<file path="config.mk">
export PLATFORM = sky130hd
export DESIGN_NAME = serial_line_editor_core
export DESIGN_NICKNAME = d
export VERILOG_FILES = /design/src/rtl/core/sle_pkg.sv /design/src/rtl/core/serial_line_editor_core.sv /design/src/rtl/core/sle_front.sv /design/src/rtl/core/sle_queue.sv /design/src/rtl/core/sle_back.sv
export SDC_FILE = /design/constraint.sdc
export NUM_CORES = 2
export LEC_CHECK = 0
export BUFFER_PORTS_ARGS = -buffer_cell sky130_fd_sc_hd__buf_2
export CAP_MARGIN = 5
export CORE_ASPECT_RATIO = 0.6
export CORE_UTILIZATION = 40
export CTS_BUF_LIST = sky130_fd_sc_hd__clkbuf_2
export CTS_CLUSTER_DIAMETER = 80
export DETAILED_ROUTE_END_ITERATION = 12
export GPL_ROUTABILITY_DRIVEN = 0
export HOLD_SLACK_MARGIN = 0.05
export SLEW_MARGIN = 20
export SYNTH_ARGS = -nofsm -noshare
export SYNTH_HDL_FRONTEND = slang
export SYNTH_SLANG_ARGS = --single-unit
</file>
<file path="constraint.sdc">
create_clock -name clk_i -period 7 [get_ports clk_i]
set_input_delay 0.35 -clock clk_i [delete_from_list [all_inputs] [get_ports clk_i]]
set_output_delay 0.35 -clock clk_i [all_outputs]
set_load 0.03 [all_outputs]
</file>
<file path="src/rtl/core/sle_pkg.sv">
`default_nettype none

package sle_pkg;

  localparam int LINE_DEPTH  = 64;
  localparam int COUNT_BITS  = 8;
  localparam int LEN_W       = 7;
  localparam int CNT_EXT_W   = COUNT_BITS + 4;
  localparam int CMP_W       = (COUNT_BITS > LEN_W) ? COUNT_BITS : LEN_W;
  localparam int QUEUE_DEPTH = 2;
  localparam int QPTR_W      = (QUEUE_DEPTH > 1) ? $clog2(QUEUE_DEPTH) : 1;
  localparam int QCNT_W      = $clog2(QUEUE_DEPTH + 1);

  localparam logic [COUNT_BITS-1:0] COUNT_MAX = {COUNT_BITS{1'b1}};
  localparam logic [LEN_W-1:0]      LEN_FULL  = LEN_W'(LINE_DEPTH);

  localparam logic [7:0] ASCII_BS    = 8'h08;
  localparam logic [7:0] ASCII_DEL   = 8'h7f;
  localparam logic [7:0] ASCII_ESC   = 8'h1b;
  localparam logic [7:0] ASCII_LBRK  = 8'h5b;
  localparam logic [7:0] ASCII_C     = 8'h43;
  localparam logic [7:0] ASCII_D     = 8'h44;
  localparam logic [7:0] ASCII_CR    = 8'h0d;
  localparam logic [7:0] ASCII_LF    = 8'h0a;
  localparam logic [7:0] ASCII_SEMI  = 8'h3b;
  localparam logic [7:0] ASCII_ZERO  = 8'h30;
  localparam logic [7:0] ASCII_NINE  = 8'h39;

  typedef enum logic [1:0] {
    MODE_NORMAL,
    MODE_ESC,
    MODE_CSI
  } mode_e;

  typedef enum logic [2:0] {
    CMD_INSERT,
    CMD_DELETE,
    CMD_RIGHT,
    CMD_LEFT,
    CMD_NEWLINE
  } cmd_op_e;

  typedef enum logic [1:0] {
    CELL_HOLD,
    CELL_INSERT,
    CELL_WRITE,
    CELL_REMOVE
  } cell_op_e;

  typedef enum logic {
    BK_IDLE,
    BK_DELIVER
  } back_state_e;

  typedef struct packed {
    cmd_op_e               op;
    logic [7:0]            data;
    logic [COUNT_BITS-1:0] count;
    logic                  append;
  } cmd_t;

  typedef struct packed {
    logic [LEN_W-1:0] len;
    logic [LEN_W-1:0] cur;
  } bk_status_t;

endpackage

`default_nettype wire

</file>
<file path="src/rtl/core/serial_line_editor_core.sv">
`default_nettype none

// A byte's edit result passes the command queue, then the output register.
// Bytes are taken one per cycle while the two-entry command queue has room.
// The back end delivers a line byte by byte on a newline, taking no commands.
// Reset is asynchronous and active low; it empties the line and the queue.
// The line store itself is not cleared, since only held bytes are ever read.

module serial_line_editor_core
  import sle_pkg::*;
(
  input  wire logic             clk_i,
  input  wire logic             rst_ni,
  input  wire logic             in_valid_i,
  output logic                  in_ready_o,
  input  wire logic [7:0]       rx_byte_i,
  output logic                  out_valid_o,
  input  wire logic             out_ready_i,
  output logic                  kind_o,
  output logic [7:0]            line_byte_o,
  output logic [LEN_W-1:0]      echo_length_o,
  output logic [LEN_W-1:0]      echo_cursor_o,
  output logic                  last_of_line_o
);

  logic       push, push_ready, pop_valid, pop;
  cmd_t       push_cmd, pop_cmd;
  bk_status_t status;

  sle_front u_front (
    .clk_i       (clk_i),
    .rst_ni      (rst_ni),
    .in_valid_i  (in_valid_i),
    .in_ready_o  (in_ready_o),
    .rx_byte_i   (rx_byte_i),
    .push_o      (push),
    .cmd_o       (push_cmd),
    .push_ready_i(push_ready)
  );

  sle_queue u_queue (
    .clk_i       (clk_i),
    .rst_ni      (rst_ni),
    .push_i      (push),
    .push_cmd_i  (push_cmd),
    .push_ready_o(push_ready),
    .pop_valid_o (pop_valid),
    .pop_cmd_o   (pop_cmd),
    .pop_i       (pop)
  );

  sle_back u_back (
    .clk_i         (clk_i),
    .rst_ni        (rst_ni),
    .cmd_valid_i   (pop_valid),
    .cmd_i         (pop_cmd),
    .cmd_pop_o     (pop),
    .out_valid_o   (out_valid_o),
    .out_ready_i   (out_ready_i),
    .kind_o        (kind_o),
    .line_byte_o   (line_byte_o),
    .echo_length_o (echo_length_o),
    .echo_cursor_o (echo_cursor_o),
    .last_of_line_o(last_of_line_o),
    .status_o      (status)
  );

`ifndef SYNTHESIS
  a_cursor_in_line: assert property (@(posedge clk_i) disable iff (!rst_ni)
    status.cur <= status.len) else $error("cursor beyond line end");

  a_length_bound: assert property (@(posedge clk_i) disable iff (!rst_ni)
    status.len <= LEN_FULL) else $error("line length beyond store depth");

  a_echo_bound: assert property (@(posedge clk_i) disable iff (!rst_ni)
    out_valid_o && !kind_o |-> echo_cursor_o <= echo_length_o && !last_of_line_o)
    else $error("echo result inconsistent");

  a_line_byte_clean: assert property (@(posedge clk_i) disable iff (!rst_ni)
    out_valid_o && kind_o |-> echo_length_o == '0 && echo_cursor_o == '0)
    else $error("line byte carries echo fields");
`endif

endmodule

`default_nettype wire

</file>
<file path="src/rtl/core/sle_front.sv">
`default_nettype none

module sle_front
  import sle_pkg::*;
(
  input  wire logic       clk_i,
  input  wire logic       rst_ni,
  input  wire logic       in_valid_i,
  output logic            in_ready_o,
  input  wire logic [7:0] rx_byte_i,
  output logic            push_o,
  output cmd_t            cmd_o,
  input  wire logic       push_ready_i
);

  mode_e                 mode_q, mode_d;
  logic [COUNT_BITS-1:0] count_q, count_d;
  logic [7:0]            prev_q;
  logic [7:0]            ch;
  logic [CNT_EXT_W-1:0]  count_ext;
  logic [CNT_EXT_W-1:0]  count_next;
  logic                  accept;

  assign in_ready_o = push_ready_i;
  assign accept     = in_valid_i && push_ready_i;
  assign ch         = (rx_byte_i == ASCII_CR) ? ASCII_LF : rx_byte_i;
  assign count_ext  = CNT_EXT_W'(count_q);
  assign count_next = (count_ext << 3) + (count_ext << 1)
                    + CNT_EXT_W'(ch[3:0]);

  always_comb begin
    mode_d       = mode_q;
    count_d      = count_q;
    push_o       = 1'b0;
    cmd_o.op     = CMD_INSERT;
    cmd_o.data   = ch;
    cmd_o.count  = (count_q == '0) ? COUNT_BITS'(1) : count_q;
    cmd_o.append = 1'b0;
    if (accept) begin
      if (prev_q == ASCII_CR && rx_byte_i == ASCII_LF) begin
        push_o = 1'b0;
      end else if (rx_byte_i == ASCII_BS || rx_byte_i == ASCII_DEL) begin
        push_o   = 1'b1;
        cmd_o.op = CMD_DELETE;
      end else if (rx_byte_i == ASCII_ESC) begin
        mode_d = MODE_ESC;
      end else if (mode_q == MODE_ESC || mode_q == MODE_CSI) begin
        if (ch == ASCII_LF) begin
          mode_d   = MODE_NORMAL;
          push_o   = 1'b1;
          cmd_o.op = CMD_NEWLINE;
        end else if (mode_q == MODE_ESC) begin
          if (ch == ASCII_LBRK) begin
            mode_d  = MODE_CSI;
            count_d = '0;
          end else begin
            mode_d = MODE_NORMAL;
          end
        end else if (ch >= ASCII_ZERO && ch <= ASCII_NINE) begin
          count_d = (count_next > CNT_EXT_W'(COUNT_MAX)) ? COUNT_MAX
                                                          : count_next[COUNT_BITS-1:0];
        end else if (ch == ASCII_SEMI) begin
          count_d = '0;
        end else begin
          mode_d = MODE_NORMAL;
          if (ch == ASCII_C) begin
            push_o   = 1'b1;
            cmd_o.op = CMD_RIGHT;
          end else if (ch == ASCII_D) begin
            push_o   = 1'b1;
            cmd_o.op = CMD_LEFT;
          end
        end
      end else if (ch == ASCII_LF) begin
        push_o       = 1'b1;
        cmd_o.op     = CMD_NEWLINE;
        cmd_o.append = 1'b1;
      end else begin
        push_o   = 1'b1;
        cmd_o.op = CMD_INSERT;
      end
    end
  end

  always_ff @(posedge clk_i or negedge rst_ni) begin
    if (!rst_ni) begin
      mode_q  <= MODE_NORMAL;
      count_q <= '0;
      prev_q  <= '0;
    end else if (accept) begin
      mode_q  <= mode_d;
      count_q <= count_d;
      prev_q  <= rx_byte_i;
    end
  end

endmodule

`default_nettype wire

</file>
<file path="src/rtl/core/sle_queue.sv">
`default_nettype none

module sle_queue
  import sle_pkg::*;
(
  input  wire logic clk_i,
  input  wire logic rst_ni,
  input  wire logic push_i,
  input  wire cmd_t push_cmd_i,
  output logic      push_ready_o,
  output logic      pop_valid_o,
  output cmd_t      pop_cmd_o,
  input  wire logic pop_i
);

  cmd_t              entry_q [QUEUE_DEPTH];
  logic [QPTR_W-1:0] wr_ptr_q, rd_ptr_q;
  logic [QCNT_W-1:0] cnt_q;
  logic              do_push, do_pop;

  assign push_ready_o = (cnt_q != QCNT_W'(QUEUE_DEPTH));
  assign pop_valid_o  = (cnt_q != '0);
  assign pop_cmd_o    = entry_q[rd_ptr_q];
  assign do_push      = push_i && push_ready_o;
  assign do_pop       = pop_i && pop_valid_o;

  always_ff @(posedge clk_i) begin
    if (do_push) begin
      entry_q[wr_ptr_q] <= push_cmd_i;
    end
  end

  always_ff @(posedge clk_i or negedge rst_ni) begin
    if (!rst_ni) begin
      wr_ptr_q <= '0;
      rd_ptr_q <= '0;
      cnt_q    <= '0;
    end else begin
      if (do_push) begin
        wr_ptr_q <= (wr_ptr_q == QPTR_W'(QUEUE_DEPTH - 1)) ? '0 : wr_ptr_q + 1'b1;
      end
      if (do_pop) begin
        rd_ptr_q <= (rd_ptr_q == QPTR_W'(QUEUE_DEPTH - 1)) ? '0 : rd_ptr_q + 1'b1;
      end
      if (do_push && !do_pop) begin
        cnt_q <= cnt_q + 1'b1;
      end else if (do_pop && !do_push) begin
        cnt_q <= cnt_q - 1'b1;
      end
    end
  end

endmodule

`default_nettype wire

</file>
<file path="src/rtl/core/sle_back.sv">
`default_nettype none

module sle_back
  import sle_pkg::*;
(
  input  wire logic        clk_i,
  input  wire logic        rst_ni,
  input  wire logic        cmd_valid_i,
  input  wire cmd_t        cmd_i,
  output logic             cmd_pop_o,
  output logic             out_valid_o,
  input  wire logic        out_ready_i,
  output logic             kind_o,
  output logic [7:0]       line_byte_o,
  output logic [LEN_W-1:0] echo_length_o,
  output logic [LEN_W-1:0] echo_cursor_o,
  output logic             last_of_line_o,
  output bk_status_t       status_o
);

  back_state_e      state_q, state_d;
  logic [7:0]       store_q [LINE_DEPTH];
  logic [LEN_W-1:0] len_q, len_d, cur_q, cur_d;
  logic             out_valid_q;
  logic             kind_q, last_q;
  logic [7:0]       byte_q;
  logic [LEN_W-1:0] elen_q, ecur_q;
  logic             free, fire;
  cell_op_e         cell_op;
  logic [LEN_W-1:0] cell_pos;
  logic [7:0]       cell_byte;
  logic             emit, emit_kind, emit_last;
  logic [7:0]       emit_byte;
  logic [LEN_W-1:0] room;
  logic [CMP_W-1:0] step_ext;

  assign free = !out_valid_q || out_ready_i;
  assign fire = (state_q == BK_IDLE) && cmd_valid_i && free;
  assign room = len_q - cur_q;

  always_comb begin
    state_d = state_q;
    case (state_q)
      BK_IDLE: begin
        if (fire && cmd_i.op == CMD_NEWLINE && (len_q != '0 || cmd_i.append)) begin
          state_d = BK_DELIVER;
        end
      end
      BK_DELIVER: begin
        if (len_q == '0 || (free && len_q == LEN_W'(1))) begin
          state_d = BK_IDLE;
        end
      end
      default: state_d = BK_IDLE;
    endcase
  end

  always_comb begin
    cmd_pop_o = 1'b0;
    cell_op   = CELL_HOLD;
    cell_pos  = cur_q;
    cell_byte = cmd_i.data;
    len_d     = len_q;
    cur_d     = cur_q;
    emit      = 1'b0;
    emit_kind = 1'b0;
    emit_byte = '0;
    emit_last = 1'b0;
    step_ext  = '0;
    case (state_q)
      BK_IDLE: begin
        cmd_pop_o = free;
        if (fire) begin
          case (cmd_i.op)
            CMD_INSERT: begin
              if (len_q < LEN_FULL) begin
                cell_op = CELL_INSERT;
                len_d   = len_q + 1'b1;
                cur_d   = cur_q + 1'b1;
                emit    = 1'b1;
              end
            end
            CMD_DELETE: begin
              if (len_q != '0 && cur_q != '0) begin
                cell_op  = CELL_REMOVE;
                cell_pos = cur_q - 1'b1;
                len_d    = len_q - 1'b1;
                cur_d    = cur_q - 1'b1;
                emit     = 1'b1;
              end
            end
            CMD_RIGHT: begin
              step_ext = (CMP_W'(cmd_i.count) < CMP_W'(room)) ? CMP_W'(cmd_i.count)
                                                               : CMP_W'(room);
              cur_d    = cur_q + step_ext[LEN_W-1:0];
              emit     = 1'b1;
            end
            CMD_LEFT: begin
              step_ext = (CMP_W'(cmd_i.count) < CMP_W'(cur_q)) ? CMP_W'(cmd_i.count)
                                                                : CMP_W'(cur_q);
              cur_d    = cur_q - step_ext[LEN_W-1:0];
              emit     = 1'b1;
            end
            CMD_NEWLINE: begin
              cur_d = '0;
              if (cmd_i.append && len_q < LEN_FULL) begin
                cell_op   = CELL_WRITE;
                cell_pos  = len_q;
                cell_byte = ASCII_LF;
                len_d     = len_q + 1'b1;
              end
            end
            default: ;
          endcase
        end
      end
      BK_DELIVER: begin
        if (free && len_q != '0) begin
          emit      = 1'b1;
          emit_kind = 1'b1;
          emit_byte = store_q[0];
          emit_last = (len_q == LEN_W'(1));
          cell_op   = CELL_REMOVE;
          cell_pos  = '0;
          len_d     = len_q - 1'b1;
          cur_d     = '0;
        end
      end
      default: ;
    endcase
  end

  for (genvar j = 0; j < LINE_DEPTH; j++) begin : g_cell
    logic [7:0] left_val, right_val;
    if (j == 0) begin : g_first
      assign left_val = '0;
    end else begin : g_inner_l
      assign left_val = store_q[j-1];
    end
    if (j == LINE_DEPTH - 1) begin : g_last
      assign right_val = '0;
    end else begin : g_inner_r
      assign right_val = store_q[j+1];
    end
    always_ff @(posedge clk_i) begin
      case (cell_op)
        CELL_INSERT: begin
          if (LEN_W'(j) > cell_pos) begin
            store_q[j] <= left_val;
          end else if (LEN_W'(j) == cell_pos) begin
            store_q[j] <= cell_byte;
          end
        end
        CELL_WRITE: begin
          if (LEN_W'(j) == cell_pos) begin
            store_q[j] <= cell_byte;
          end
        end
        CELL_REMOVE: begin
          if (LEN_W'(j) >= cell_pos) begin
            store_q[j] <= right_val;
          end
        end
        default: ;
      endcase
    end
  end

  always_ff @(posedge clk_i or negedge rst_ni) begin
    if (!rst_ni) begin
      state_q     <= BK_IDLE;
      len_q       <= '0;
      cur_q       <= '0;
      out_valid_q <= 1'b0;
    end else begin
      state_q <= state_d;
      len_q   <= len_d;
      cur_q   <= cur_d;
      if (emit) begin
        out_valid_q <= 1'b1;
      end else if (out_ready_i) begin
        out_valid_q <= 1'b0;
      end
    end
  end

  always_ff @(posedge clk_i) begin
    if (emit) begin
      kind_q <= emit_kind;
      byte_q <= emit_byte;
      last_q <= emit_last;
      elen_q <= emit_kind ? '0 : len_d;
      ecur_q <= emit_kind ? '0 : cur_d;
    end
  end

  assign out_valid_o    = out_valid_q;
  assign kind_o         = kind_q;
  assign line_byte_o    = byte_q;
  assign echo_length_o  = elen_q;
  assign echo_cursor_o  = ecur_q;
  assign last_of_line_o = last_q;
  assign status_o.len   = len_q;
  assign status_o.cur   = cur_q;

endmodule

`default_nettype wire

</file>
# Yosys cells after proc, flatten, opt, wreduce, memory -nomap -nowiden
# Memories as Yosys holds them, arrays and structs flattened.
# Cells that the tools add are included.
[op_classes] bitwise_logic=197 n_lt_le_gt_ge=134 reduce_logical=38 add_sub_neg=13 eq_ne=88 mux=1052
[op_table] cell="$mux W8" count=203
[op_table] cell="$mux W1" count=800
[op_table] cell="$eq A6 B7 Y1 const A" count=32
[op_table] cell="$ge A6 B7 Y1 const A" count=32
[op_table] cell="$gt A6 B7 Y1 const A" count=32
[op_table] cell="$or A1 B1 Y1" count=192
[op_table] cell="$eq A5 B7 Y1 const A" count=16
[op_table] cell="$ge A5 B7 Y1 const A" count=16
[op_table] cell="$gt A5 B7 Y1 const A" count=16
[op_table] cell="$mux W7" count=13
[op_table] cell="$eq A4 B7 Y1 const A" count=8
[op_table] cell="$ge A4 B7 Y1 const A" count=8
[op_table] cell="$gt A4 B7 Y1 const A" count=8
[op_table] cell="$pmux W7 S2" count=4
[op_table] cell="$eq A8 B4 Y1 const B" count=5
[op_table] cell="$pmux W7 S5" count=1
[op_table] cell="$mux W3" count=11
[op_table] cell="$eq A8 B7 Y1 const B" count=4
[op_table] cell="$eq A3 B7 Y1 const A" count=4
[op_table] cell="$ge A3 B7 Y1 const A" count=4
[op_table] cell="$gt A3 B7 Y1 const A" count=4
[op_table] cell="$mux W2" count=14
[op_table] cell="$pmux W7 S3" count=1
[op_table] cell="$lt A8 B7 Y1" count=2
[op_table] cell="other kinds (47)" count=92
[totals] mem_bits_rw=552 ff_bits=62 n_memories=2
[mem_list] name="u_back.store_q" words=64 word_bits=8 rd=64 rd_ports_with_merged_regs=0 write_ports=64 line_no="sle_back.sv:22" source="logic [7:0] store_q [LINE_DEPTH];"
[mem_list] name="u_queue.entry_q" words=2 word_bits=20 rd=1 rd_ports_with_merged_regs=0 write_ports=1 line_no="sle_queue.sv:16" source="cmd_t entry_q [QUEUE_DEPTH];"

# Depth between registers and ports, before layout
[logic_depth] depth_word=19 depth_mapped=27 ltp_nobuf=27

# By module
# From an unflattened synthesis, not the netlist that was laid out.
[hier_totals] hier_cells=3314 area_unflattened_um2=35471.5
[by_module_without_submodules] mod="sle_back" cells_each=3045 instances=1 area_each_um2=32092.0
[by_module_without_submodules] mod="sle_front" cells_each=189 instances=1 area_each_um2=1714.1
[by_module_without_submodules] mod="sle_queue" cells_each=80 instances=1 area_each_um2=1665.3

# Least setup slack after synthesis
# OpenSTA, ideal clock, no wires.
[synth_timing] path_type="register to register" from="reg u_back.cur_q[2]" to="reg u_back.ecur_q[6] (netlist: u_back.echo_cursor_o[6]) (data pin)" stages_incl_launch_ff=26 t_required_ns=6.725 setup_ns=0.275 t_arrival_ns=5.577 path_slack_ns=1.147 path_cell_list="dfrtp_1 clkbuf_1 inv_1 ha_1 nor2b_1 o21a_1 or2_2 xor2_1 inv_1 ha_1 and3_1 o211ai_1 o21ai_1 mux2_2 ha_1 mux2i_1 fa_1 a21o_1 a21oi_1 o21bai_1 a21oi_1 xnor2_1 xor2_1 xnor2_1 a221oi_1 a211oi_1"
[synth_via] elab_chain_len=7 elab_cells_between_ends=16 classes_between="add/sub: 5; order compare: 2; mux: 7; reduce/logical: 2"
[synth_lines] element="from (decl)" line_no="sle_back.sv:23" source="logic [LEN_W-1:0] len_q, len_d, cur_q, cur_d;"
[synth_lines] element="from (signal assigned)" line_no="sle_back.sv:178" source="cur_q <= cur_d;"
[synth_lines] element="$sub A7 B7 Y7" line_no="sle_back.sv:39" source="assign room = len_q - cur_q;"
[synth_lines] element="$lt A8 B7 Y1" line_no="sle_back.sv:93" source="step_ext = (CMP_W'(cmd_i.count) < CMP_W'(room)) ? CMP_W'(cmd_i.count)"
[synth_lines] element="$mux W7" line_no="sle_back.sv:93"
[synth_lines] element="$add A7 B7 Y7" line_no="sle_back.sv:95" source="cur_d = cur_q + step_ext[LEN_W-1:0];"
[synth_lines] element="$pmux W7 S5 (*)" line_no="sle_back.sv:74" source="case (cmd_i.op)"
[synth_lines] element="$mux W7 (*)" line_no="sle_back.sv:73" source="if (fire) begin"
[synth_lines] element="$pmux W7 S2 (*)" line_no="sle_back.sv:70" source="case (state_q)"
[synth_lines] element="to (signal assigned)" line_no="sle_back.sv:193" source="ecur_q <= emit_kind ? '0 : cur_d;"
[synth_lines] element="to (decl)" line_no="sle_back.sv:27" source="logic [LEN_W-1:0] elen_q, ecur_q;"
# Every way passes the cells marked *; elsewhere a longest branch is shown, timed or not.
# A chain may end at the register's enable or synchronous reset.

# Worst setup path in the final report
[layout_timing] from="reg u_back.len_q[0]" to="reg u_back.ecur_q[6] (netlist: u_back.echo_cursor_o[6]) (data pin)"
[layout_via] elab_chain_len=7 elab_cells_between_ends=16 classes_between="add/sub: 2; order compare: 2; mux: 9; reduce/logical: 3"
[layout_lines] element="from (decl)" line_no="sle_back.sv:23"
[layout_lines] element="from (signal assigned)" line_no="sle_back.sv:177" source="len_q <= len_d;"
[layout_lines] element="$sub A7 B7 Y7" line_no="sle_back.sv:39"
[layout_lines] element="$lt A8 B7 Y1" line_no="sle_back.sv:93"
[layout_lines] element="$mux W7" line_no="sle_back.sv:93"
[layout_lines] element="$add A7 B7 Y7" line_no="sle_back.sv:95"
[layout_lines] element="$pmux W7 S5" line_no="sle_back.sv:74"
[layout_lines] element="$mux W7" line_no="sle_back.sv:73"
[layout_lines] element="$pmux W7 S2" line_no="sle_back.sv:70"
# Parallel ways exist; a longest one is shown, timed or not.

==> flow_summary.json <==
{
  "fin_ws_ns": 0.804,
  "powerDensity_nw_per_um2": 542,
  "dp_hpwl_um": 76400,
  "syn-cell-area_um2": 35400,
  "drive_gt1_frac": 0.233,
  "grt_pass1_wl_um": 159000,
  "utilization": 0.444,
  "clk_latency_ns": 1.32,
  "hold_violations": 0,
  "io_pins": 38,
  "vias": 26900,
  "final-max-slew-violation-count": 0,
  "cp_max_fo": 8,
  "cts_resized": 0,
  "post_drt_wl_per_cell_um": 23.0,
  "synth.avg_cell_area_um2": 11.2,
  "setup_violations": 0,
  "row_count": 84,
  "root_buffer": "clkbuf_2",
  "grt_antenna_before_repair": 3,
  "routed_wl_um": 105000,
  "cts_buffers": 144,
  "worst_pin_slew_ns": 1.20,
  "pre_cts_ws_ns": 0.863,
  "die_w_um": 386,
  "grt_max_degree": 65,
  "htree_levels": 4,
  "placedInstanceArea_um2": 37200,
  "start_util": 0.404,
  "critPathSlowestCell": "dfrtp_1",
  "arrival_ns": 7.25,
  "drtPass1Iterations": 9,
  "place_inst": 4285,
  "criticalPathCategory": "flop to flop",
  "irDropWorstVdd_v": 0.000234,
  "critPathMaxStageDelay_ns": 0.47,
  "leakage_nw": 14.8,
  "area_growth_pct": 9.94,
  "fin_crit_ns": 6.20,
  "post_synth_num_cell_types": 90,
  "drt_iter0_drc": 3265,
  "worstPathRequired_ns": 8.06,
  "whs_ns": 0.224,
  "grt_pass1_vias": 25500,
  "start_kind": "flop",
  "hold_path_class": "input port to flop",
  "ys_ff_latch": 614,
  "dieArea_um2": 89700,
  "critical_path.top_delay_family": "compound AO/OA/AOI/OAI gates",
  "globalRouteOverflowTotal": 0,
  "synth_cells": 3155,
  "status": "finished clean",
  "p_total_mw": 21.1,
  "postSynth.asyncResetShare": 0.0619,
  "cts.sinks": 614,
  "port_buffers": 37,
  "syn_nets": 3221,
  "synth-edff-count": 576,
  "remaining_drc_errors": 0,
  "post_drt_via_cell_ratio": 5.90,
  "ys_seq_area_frac": 0.516,
  "drtAntennaViolNets": 0,
  "final_cells": 4561,
  "rsz0062_at_grt": "no",
  "synth.yosys.warnings": 0,
  "grt_use_total": 0.232,
  "crit_path_frequent_cell": "ha_1",
  "cts_buffer_depth": 3,
  "critPathBufInv": 3,
  "worst_slew_margin_rel": 0.194,
  "path_clk_slew_ns": 0.14,
  "die_h_um": 232,
  "timing.fmax_ghz": 0.161,
  "max_cap_violations": 0,
  "cts_tree": "built",
  "ys.flop_type": "edfxtp_1",
  "setup_tns_ns": 0,
  "fin_nets": 3364,
  "crit_path_end_kind": "flop",
  "period_share": 0.885,
  "worst_clock_skew_ns": 0.0653,
  "final_area_um2": 38900,
  "core_area_um2": 87500
}
[synth_stat cells, drive strengths merged (14+ instances only)]
cell type,number,area (µm²)
mux2,298,3360
buf,45,234
clkbuf,132,495
nand2,368,1380
inv,41,154
mux2i,380,3800
a31oi,21,138
nand3,60,315
edfxtp,576,17300
a211oi,17,138
nor3,41,294
dfrtp,38,951
a21oi,195,983
nor2,245,972
nor4,14,130
and2,25,156
o211ai,17,133
ha,50,626
o21ai,348,1770
o22ai,15,93.8
xnor2,21,184
[flip-flops by register name (all words and copies together) (netlist names)]
signal / flops
u_back.cur_q: 7
u_queue.wr_ptr_q: 1
u_back.kind_o: 1
u_queue.entry_q: 40
u_front.mode_q: 2
u_back.echo_cursor_o: 7
u_back.last_of_line_o: 1
u_queue.cnt_q: 2
u_back.len_q: 7
u_back.out_valid_o: 1
u_back.state_q: 1
u_back.store_q: 512
u_front.prev_q: 8
u_front.count_q: 8
u_queue.rd_ptr_q: 1
u_back.line_byte_o: 8
u_back.echo_length_o: 7
[routing by layer]
layer | global-route usage | share of wire
met1 | 0.383 | 0.52
met2 | 0.274 | 0.35
met3 | 0.0660 | 0.10
met4 | 0.0744 | 0.023
met5 | 0 | 0.00012
[worst paths after layout]
| kind | start | to | cells past startpoint | slack, ns |
|---|---|---|---|---|
| setup / recovery | u_back.len_q[0]$_DFF_PN0_ | u_back.echo_cursor_o[6]$_SDFFCE_PP0P_ | 26 | 0.80 |
| hold / removal | out_ready_i | u_back.out_valid_o$_DFFE_PN0P_ | 4 | 0.22 |
| setup reg to reg | u_back.len_q[0]$_DFF_PN0_ | u_back.echo_cursor_o[6]$_SDFFCE_PP0P_ | 26 | 0.80 |
| hold reg to reg | u_front.mode_q[1]$_DFFE_PN0P_ | u_front.mode_q[1]$_DFFE_PN0P_ | 1 | 0.51 |
| max in group asynchronous | rst_ni | u_front.mode_q[1]$_DFFE_PN0P_ | 6 | 4.94 |
| min in group asynchronous | rst_ni | u_back.out_valid_o$_DFFE_PN0P_ | 5 | 0.71 |
[area by class of cell]
cell class	count	area [µm²]
Inverter	42	158
Multi-Input combinational cell	2322	16400
Fill cell	8332	48700
Clock inverter	33	262
Timing Repair Buffer	174	1280
Tap cell	1161	1450
Antenna cell	3	7.51
Clock buffer	212	1060
Sequential cell	614	18200
[what timing repair did]
action	in CTS	in global routing
hold endpoints to repair	88	0
setup buffers	0	0
hold buffers	26	0
[logic make-up after synthesis]
group	Yosys count	share of synthesized area
muxes	678	0.202
xor gates and xnor gates	31	0.00768
AOI/OAI and AO/OA	724	0.120
adders and majority gates	54	0.0200
buffers and inverters	219	0.0251
and+or+nand+nor	835	0.109
DFF	614	0.516
[power breakdown]
part           internal, mW  leakage (nW)  switching [mW]
logic                  3.73          7.96            6.91
clock network         0.983          1.02            1.54
registers              6.93          5.83           0.981
[cells in the final DEF (no fill, tap or decap), types with 11 or more instances in the layout]
master,netlist,routed
o21ai_1,24,24
edfxtp_1,576,576
nand4_1,12,12
nor2b_1,12,11
and2_1,25,25
o22ai_1,15,14
dlygate4sd3_1,0,26
dfrtp_1,38,38
o21ai_0,317,313
nor2_2,21,24
inv_1,41,41
ha_1,50,50
xnor2_1,21,21
clkbuf_2,0,212
nor3_1,27,26
o211ai_1,16,16
nor2_1,224,215
buf_4,4,110
nand2_1,368,365
a31oi_1,20,19
buf_2,34,37
clkinv_1,1,19
o21ai_2,7,11
mux2_2,298,298
mux2i_1,380,380
a211oi_1,15,14
a21oi_1,193,185
nand3_1,57,57
[worst reg2reg max path: cells and delay by family (launching register included)]
kind | cells | cell delay (ns)
AO/OA/AOI/OAI | 12 | 2.37
adder cells (fa/ha/maj) | 5 | 1.54
XOR/XNOR | 3 | 0.51
flip-flops | 1 | 0.47
buffers and inverters | 3 | 0.44
multiplexers | 1 | 0.31
AND/OR/NAND/NOR | 2 | 0.30
Power figures use the tool's default switching activity.
